**src/sv/nbody_gravity_position_step_assert.svh**
```systemverilog
// Assertion macros for the gravity position step block.
// Used by the top level; relies on clk and rst_n being in scope.
`ifndef NBODY_GRAVITY_POSITION_STEP_ASSERT_SVH
`define NBODY_GRAVITY_POSITION_STEP_ASSERT_SVH

// Implication checked on the same edge, disabled while in reset.
`define NGPS_ASSERT_IMPL(lbl, prop, msg) \
  lbl: assert property (@(posedge clk) disable iff (!rst_n) prop) else $error(msg);

// Consequent checked on the edge after the antecedent.
`define NGPS_ASSERT_NEXT(lbl, ante, cons, msg) \
  lbl: assert property (@(posedge clk) disable iff (!rst_n) (ante) |=> (cons)) else $error(msg);

`endif

```
**src/sv/ngps_pkg.sv**
```systemverilog
// Shared types and constants for the gravity position step block.
// No dependencies; imported by the controller, the datapath and the top level.
`timescale 1ns / 1ps

package ngps_pkg;

  localparam int DEF_FRAC_BITS = 16;
  localparam int TS_FRAC       = 16;
  localparam int CFG_IDX_W     = 2;
  localparam int CFG_W         = 64;

  localparam logic [63:0] GRAV_RESET = 64'd1231172500;
  localparam logic [23:0] DT_RESET   = 24'd65536;

  // Configuration register indexes.
  localparam logic [CFG_IDX_W-1:0] CFG_GRAV = 2'd0;
  localparam logic [CFG_IDX_W-1:0] CFG_DT   = 2'd1;

  // Datapath operations, in the order the sequencer normally runs them.
  typedef enum logic [4:0] {
    OP_SQX, OP_SQY, OP_SQRT, OP_MM, OP_DIVT, OP_DIVU,
    OP_MULX, OP_DIVX, OP_GMX, OP_MULY, OP_DIVY, OP_GMY,
    OP_ADIVX, OP_ADIVY, OP_DTSQ, OP_AMX, OP_AMY, OP_VMX, OP_VMY
  } op_t;

  typedef struct packed {
    logic        [39:0] tgt_mass;
    logic signed [39:0] tgt_x;
    logic signed [39:0] tgt_y;
    logic signed [39:0] tgt_vx;
    logic signed [39:0] tgt_vy;
    logic        [39:0] src_mass;
    logic signed [39:0] src_x;
    logic signed [39:0] src_y;
    logic               last_source;
  } in_item_t;

  typedef struct packed {
    logic signed [39:0] new_x;
    logic signed [39:0] new_y;
    logic               saturated;
  } out_item_t;

  typedef struct packed {
    logic start;
    op_t  op;
    logic load;
    logic emit;
  } dp_cmd_t;

  typedef struct packed {
    logic done;
    logic busy;
    logic dist_zero;
    logic last;
    logic out_free;
  } dp_status_t;

endpackage

```
**src/sv/ngps_ctrl.sv**
```systemverilog
// Sequencer for the gravity position step: steps the datapath through its operations.
// Depends on ngps_pkg.
`timescale 1ns / 1ps

module ngps_ctrl import ngps_pkg::*; (
  input  logic       clk,
  input  logic       rst_n,
  input  logic       in_valid,
  output logic       in_stall,
  input  dp_status_t st,
  output dp_cmd_t    cmd
);

  typedef enum logic [2:0] {
    ST_IDLE = 3'b001,
    ST_RUN  = 3'b010,
    ST_FIN  = 3'b100
  } state_t;

  state_t state_r, state_nxt;
  op_t    op_r, op_nxt;
  logic   wait_r, wait_nxt;

  assign in_stall = (state_r != ST_IDLE);

  // Next state and command decode.
  always_comb begin
    state_nxt = state_r;
    op_nxt    = op_r;
    wait_nxt  = wait_r;
    cmd.start = 1'b0;
    cmd.op    = op_r;
    cmd.load  = 1'b0;
    cmd.emit  = 1'b0;
    case (state_r)
      ST_IDLE: begin
        if (in_valid) begin
          cmd.load  = 1'b1;
          state_nxt = ST_RUN;
          op_nxt    = OP_SQX;
          wait_nxt  = 1'b0;
        end
      end
      ST_RUN: begin
        if (!wait_r) begin
          cmd.start = 1'b1;
          wait_nxt  = 1'b1;
        end else if (st.done) begin
          wait_nxt = 1'b0;
          case (op_r)
            OP_SQY: begin
              if (!st.dist_zero) begin
                op_nxt = OP_SQRT;
              end else if (st.last) begin
                op_nxt = OP_ADIVX;
              end else begin
                state_nxt = ST_IDLE;
              end
            end
            OP_GMY: begin
              if (st.last) begin
                op_nxt = OP_ADIVX;
              end else begin
                state_nxt = ST_IDLE;
              end
            end
            OP_VMY: begin
              state_nxt = ST_FIN;
            end
            default: begin
              op_nxt = op_t'(op_r + 5'd1);
            end
          endcase
        end
      end
      ST_FIN: begin
        if (st.out_free) begin
          cmd.emit  = 1'b1;
          state_nxt = ST_IDLE;
        end
      end
      default: begin
        state_nxt = ST_IDLE;
      end
    endcase
  end

  // State registers.
  always_ff @(posedge clk) begin
    if (!rst_n) begin
      state_r <= ST_IDLE;
      op_r    <= OP_SQX;
      wait_r  <= 1'b0;
    end else begin
      state_r <= state_nxt;
      op_r    <= op_nxt;
      wait_r  <= wait_nxt;
    end
  end

endmodule

```
**config.mk**
```make
export PLATFORM = sky130hd
export DESIGN_NAME = ngps_ctrl
export DESIGN_NICKNAME = d
export VERILOG_FILES = /design/src/sv/nbody_gravity_position_step_assert.svh /design/src/sv/ngps_pkg.sv /design/src/sv/ngps_ctrl.sv
export SDC_FILE = /design/constraint.sdc
export NUM_CORES = 1
export LEC_CHECK = 0
export BUFFER_PORTS_ARGS = -buffer_cell sky130_fd_sc_hd__buf_2
export CAP_MARGIN = 20
export CORE_MARGIN = 5
export CORE_UTILIZATION = 46
export CTS_CLUSTER_DIAMETER = 100
export DETAILED_ROUTE_END_ITERATION = 8
export GPL_TIMING_DRIVEN = 0
export HOLD_SLACK_MARGIN = 0.02
export PLACE_DENSITY = 0.72
export SYNTH_ARGS = -nofsm -noshare
export SYNTH_HDL_FRONTEND = slang
export SYNTH_SLANG_ARGS = --single-unit
```
**constraint.sdc**
```tcl
create_clock -name clk -period 1.7 [get_ports clk]
set_input_delay 0.34 -clock clk [delete_from_list [all_inputs] [get_ports clk]]
set_output_delay 0.34 -clock clk [all_outputs]
set_load 0.02 [all_outputs]
```
==> results of run 1 <==
-- worst max-delay path, stage by stage, from the launching register on --
cell and delay [ns]:
dfxtp_2 0.36, or3b_1 0.37, buf_6 0.15, nor2_1 0.09, buf_4 0.15
-- worst paths after layout --
| check | start | endpoint | cells past startpoint |
|---|---|---|---|
| hold reg to reg | state_r[0]$_SDFFE_PN1P_ | state_r[2]$_SDFFE_PN0P_ | 1 |
| setup reg to reg | op_r[0]$_SDFFE_PN0P_ | op_r[3]$_SDFFE_PN0P_ | 6 |
| setup / recovery | state_r[0]$_SDFFE_PN1P_ | cmd[7] | 4 |
| hold / removal | in_valid | state_r[0]$_SDFFE_PN1P_ | 2 |
-- logic make-up (layout without fill, tap and decap cells) --
logic type,Yosys count,after routing
simple gates,39,39
compound gates,27,27
buf+inv,11,32
flops,9,9
fa+ha+maj,3,3
mux,2,2
-- final cells by class --
type | instances | area share
multi-input combinational | 71 | 0.586
sequential | 9 | 0.206
timing repair buffer | 18 | 0.109
clock buffer | 4 | 0.0279
buffer | 4 | 0.0265
inverter | 6 | 0.0239
tap | 16 | 0.0212
-- report_power, final --
group | internal [uW] | switching [uW]
clock | 90.3 | 71.8
sequential | 217 | 9.91
combinational | 61.4 | 79.0
total | 369 | 161
-- routing by layer --
layer / share of wire / wire [um] / global-route usage
met1: 0.43 / 831 / 0.209
met5: 0 / 0 / 0
met4: 0.016 / 31 / 0.0393
met3: 0.066 / 127 / 0.0533
met2: 0.49 / 942 / 0.236
-- per-stage QoR --
step / instances / hold WS (ns) / TNS [ns] / power [uW] / setup slack, ns
2_1_floorplan: 91 / 0.500 / -0.00813 / 320 / -0.00813
3_3_place_gp: 121 / 0.527 / -0.0636 / 353 / -0.0412
3_5_place_dp: 121 / 0.529 / -0.0812 / 354 / -0.0500
4_1_cts: 126 / 0.362 / -0.00934 / 529 / -0.00934
5_1_grt: 128 / 0.375 / -0.264 / 560 / -0.0570
6_report: 128 / 0.365 / -0.0202 / 530 / -0.0202
-- registers in the layout, summed over array words and instances, names as in the netlist --
signal and cells:
state_r 3, wait_r 1, op_r 5
-- cell usage in the layout, fill, tap and decap left out, types with 4 or more instances in the layout --
| master | Yosys | layout |
|---|---|---|
| a21oi_1 | 6 | 6 |
| buf_2 | 2 | 14 |
| buf_4 | 0 | 5 |
| dfxtp_1 | 9 | 4 |
| inv_1 | 6 | 5 |
| nand2_1 | 7 | 7 |
| nand3_1 | 4 | 4 |
| nor2_1 | 9 | 9 |
-- timing repair --
item | CTS | global route
endpoints found under the setup margin | 5 | 9
resized for setup | 10 | 6
pin swaps | 2 | 6
setup buffers | 2 | 2
==> flow_summary.ini, run 1 <==
[outcome]
status = complete, but fails checks
violations = setup timing

[final_layout]
antenna_cells = 0
layout-drive-gt1-share = 0.402
fillers = 127
area.growth.synth_to_final_pct = 26.7
multiInputGateArea_sq_um = 553
nets = 124
utilization = 0.619
regArea_sq_um = 194
final_area_sq_um = 943

[placed_design]
dp_hpwl_um = 1300
place_area_sq_um = 841
gp_congestion = 0.806
io_buffers = 14

[worst_setup_path]
cp.required_ns = 1.36
critPathArrivalTime_ns = 1.38
critPathCaptureType = primary output
r2r_setup_slack_ns = 0
critPathLaunchType = flop
path_max_fanout = 9
setup.worst_path.class = reg -> out

[floorplan]
core_area_sq_um = 1520
start_util = 0.489
fp.dieW_um = 50.2
dieArea_sq_um = 2520
row_count = 14
die_y_um = 50.2
pin_count = 17

[cts]
clock_latency_ns = 0.26
clockBufferDepth = 2
cts_tree = done
cts.clk_slew.worst_paths_ns = 0.06
cts.sinks = 9
cts_hold_buf = 0
cts_buffers = 3
h-tree-depth = 1
cts_root_buf = clkbuf_4

[pwr]
powerDensity_nw_per_um2 = 561
peakVddDrop_uv = 372
p_leak_uw = 0.000369

[synthesis]
synth_common_cells = 9 x dfxtp_1, 9 x nor2_1, 7 x nand2_1, 6 x a21oi_1, 6 x inv_1
yosys.area_share.adder = 0.0504
synth_edf_count = 0
synth_top_cell_area_share = 0.242
synth-seq-cells = 9
postSynth.asyncResetShare = 0
synth_top_family_by_area = simple AND/OR/NAND/NOR gates
synthSimpleGateAreaFrac = 0.329
syn-cell-area_sq_um = 744
yosys-top-cells-area = dfxtp_1 24%, ha_1 5.0%, nor2_1 4.5%
ys_warn_count = 0
ys_seq_area_frac = 0.242
syn-num-nets = 102
avgSynthCellArea_sq_um = 8.18
synth-compound-area-share = 0.281
synth.mux.area_fraction = 0.0286
yosysUniqueCellTypes = 44
synth_largest_area_cell = dfxtp_1
synthXorXnorAreaFrac = 0
syn_inst = 91
synth_ff_type = dfxtp_1

[routing]
wl_per_cell_um = 15.1
routed_via_density = 6.16
drt-total-wl_um = 1930
first_pass_iters = 4
vias = 788
drcViolationCount = 0
antenna_left = 0
drt-initial-drc-count = 18

[hold_path]
hold_class = in -> reg

[grt]
grt_pass1_wl_um = 3170
gr-usage-all-layers = 0.155
grt_max_degree = 11
grt_pass1_vias = 705
antenna_found_initial = 0
grt_remaining_overflow = 0

[sta]
max_slew.worst_pin.slew_ns = 0.363
hold_viol = 0
fin_crit_ns = 1.72
fmax_mhz = 581
setup_viol = 1
finClkSkew_ns = 0.00341
min_period_over_period = 1.01
slew_headroom = 0.758
report.final.slew_viol_count = 0
rsz0062_at_grt = true
finalWorstSetupSlack_ns = -0.0202

[job]
maxCapViolCount = 0
No activity file was read; power rests on OpenSTA's default activity.
==> run 2: changes to the inputs <==
Settings changed: CAP_MARGIN 20 to unset, CORE_MARGIN 5 to 2, CTS_CLUSTER_SIZE set to 28.
==> flow_summary.ini, run 2 (synthesized netlist as in run 1, its figures left out) <==
[outcome]
status = complete, but fails checks
violations = setup timing

[placed_design]
gp_congestion = 0.784
io_buffers = 14
dp_slack_ns = -0.0396
dp_hpwl_um = 1320
dp.cells = 121

[sta]
slew_headroom = 0.659
report.final.slew_viol_count = 0
fmax_mhz = 582
max_slew.worst_pin.slew_ns = 0.506
min_period_over_period = 1.01
finClkSkew_ns = 0.00226
hold_viol = 0
fin_crit_ns = 1.72
finalWorstSetupSlack_ns = -0.0183
setup_viol = 3
rsz0062_at_grt = true

[routing]
wl_per_cell_um = 14.6
vias = 804
drt-total-wl_um = 1950
routed_via_density = 6.05
antenna_left = 0
drcViolationCount = 0
drt-initial-drc-count = 19
first_pass_iters = 4

[worst_setup_path]
critPathLaunchType = flop
setup.worst_path.class = reg -> reg
slowest_delay_ns = 0.39
path_buf_inv = 1
cp.required_ns = 1.85
cp_slowest_cell = dfxtp_4
path_max_fanout = 5
critPathCaptureType = flop
regToRegStartpoint = op_r[0]$_SDFFE_PN0P_
reg2reg_to = op_r[1]$_SDFFE_PN0P_
critPathArrivalTime_ns = 1.87
cpLargestDelayFamily = compound AO/OA/AOI/OAI gates
crit_chain = inv_4 > ha_4 > nor4bb_4 > o31a_1 > or2_4 > a32o_1
reg2reg_depth = 6
r2r_setup_slack_ns = -0.02

[grt]
grt_pass1_wl_um = 2990
grt_remaining_overflow = 0
antenna_found_initial = 0
grt_max_degree = 11
grt_pass1_vias = 658
gr-usage-all-layers = 0.202

[cts]
cts.clk_slew.worst_paths_ns = 0.06
cts.sinks = 9
h-tree-depth = 1
clock_latency_ns = 0.26
cts_buffers = 3
cts_root_buf = clkbuf_4
cts_tree = done
clockBufferDepth = 2

[final_layout]
largest_register = op_r
antenna_cells = 0
mostFrequentLayoutCell = buf_2
layout_common_cells = 15 x buf_2, 8 x nor2_1, 8 x buf_4
instances_no_fill = 133
top_regs = op_r: 5 flops, state_r: 3 flops, wait_r: 1 flops
layout-drive-gt1-share = 0.402
nets = 129
largest_register_ffs = 5
area.growth.synth_to_final_pct = 32.6

[floorplan]
start_util = 0.494
row_count = 14
dieArea_sq_um = 1960
fp.dieW_um = 44.2
die_y_um = 44.2
core_area_sq_um = 1510
pin_count = 17

[hold_path]
hold_start = in_valid
holdPathStages = 2
hold_class = in -> reg
hold_end = state_r[0]$_SDFFE_PN1P_

[pwr]
powerDensity_nw_per_um2 = 558
peakVddDrop_uv = 504
total_power_uw = 551
p_comb_frac = 0.287
p_leak_uw = 0.000386
p_sw_frac = 0.303
seqPwrFrac = 0.415
p_int_uw = 384
clock_power_share = 0.299
power_switching_uw = 167

[job]
maxCapViolCount = 0
run 2: through the flow:
step	area [sq um]	util	TNS, ns	hold slack, ns
floorplan	751	-	-0.00813	0.500
global placement	841	0.558	-0.0607	0.530
detailed placement	841	0.558	-0.0615	0.540
CTS	900	0.597	-0.00134	0.364
global route	987	0.655	-0.346	0.384
finish	987	0.655	-0.0340	0.363
run 2: how the worst max path moves through the flow:
| stage | start | slack, ns | depth (start not counted) | to |
|---|---|---|---|---|
| global route | op_r[2]$_SDFFE_PN0P_ | -0.08 | 5 | op_r[0]$_SDFFE_PN0P_ |
| finish | op_r[0]$_SDFFE_PN0P_ | -0.02 | 6 | op_r[1]$_SDFFE_PN0P_ |
| global placement | op_r[0]$_SDFFE_PN0P_ | -0.04 | 6 | op_r[1]$_SDFFE_PN0P_ |
| floorplan | op_r[1]$_SDFFE_PN0P_ | -0.008 | 5 | op_r[1]$_SDFFE_PN0P_ |
| detailed placement | op_r[0]$_SDFFE_PN0P_ | -0.04 | 6 | op_r[1]$_SDFFE_PN0P_ |
| CTS | op_r[4]$_SDFFE_PN0P_ | -0.001 | 4 | op_r[2]$_SDFFE_PN0P_ |
run 2: cell type report:
class,instances,area [sq um]
multi-input cells,71,557
repair buffers,22,136
well taps,16,20.0
fillers,134,519
plain buffers,5,30.0
inverters,6,25.0
flip-flops and latches,9,193
clock buffers,4,26.3
run 2: worst reg2reg max path, stage by stage (launching register included):
cell and delay (ns):
dfxtp_4 0.39, inv_4 0.05, ha_4 0.14, nor4bb_4 0.17, o31a_1 0.34, or2_4 0.27, a32o_1 0.25
run 2: repair_timing:
action,4_1_cts,5_1_grt
buffers inserted,2,6
pin swaps,2,2
setup endpoints to repair,4,9
cloned,0,0
hold buffers,0,0
gates resized for setup,7,12
run 2: per-layer routing:
metal | share of wire | vias up | global-route usage
li1 | - | 390 | -
met1 | 0.45 | 382 | 0.286
met2 | 0.47 | 28 | 0.294
met3 | 0.057 | 4 | 0.0653
met4 | 0.017 | 0 | 0.0545
met5 | 0 | - | 0
run 2: power groups by stage:
stage	registers (uW)	clock network [uW]	logic (uW)
2_1_floorplan	232	0	87.7
3_3_place_gp	235	0	117
3_5_place_dp	236	0	118
4_1_cts	228	173	135
5_1_grt	229	185	171
6_report	228	165	158
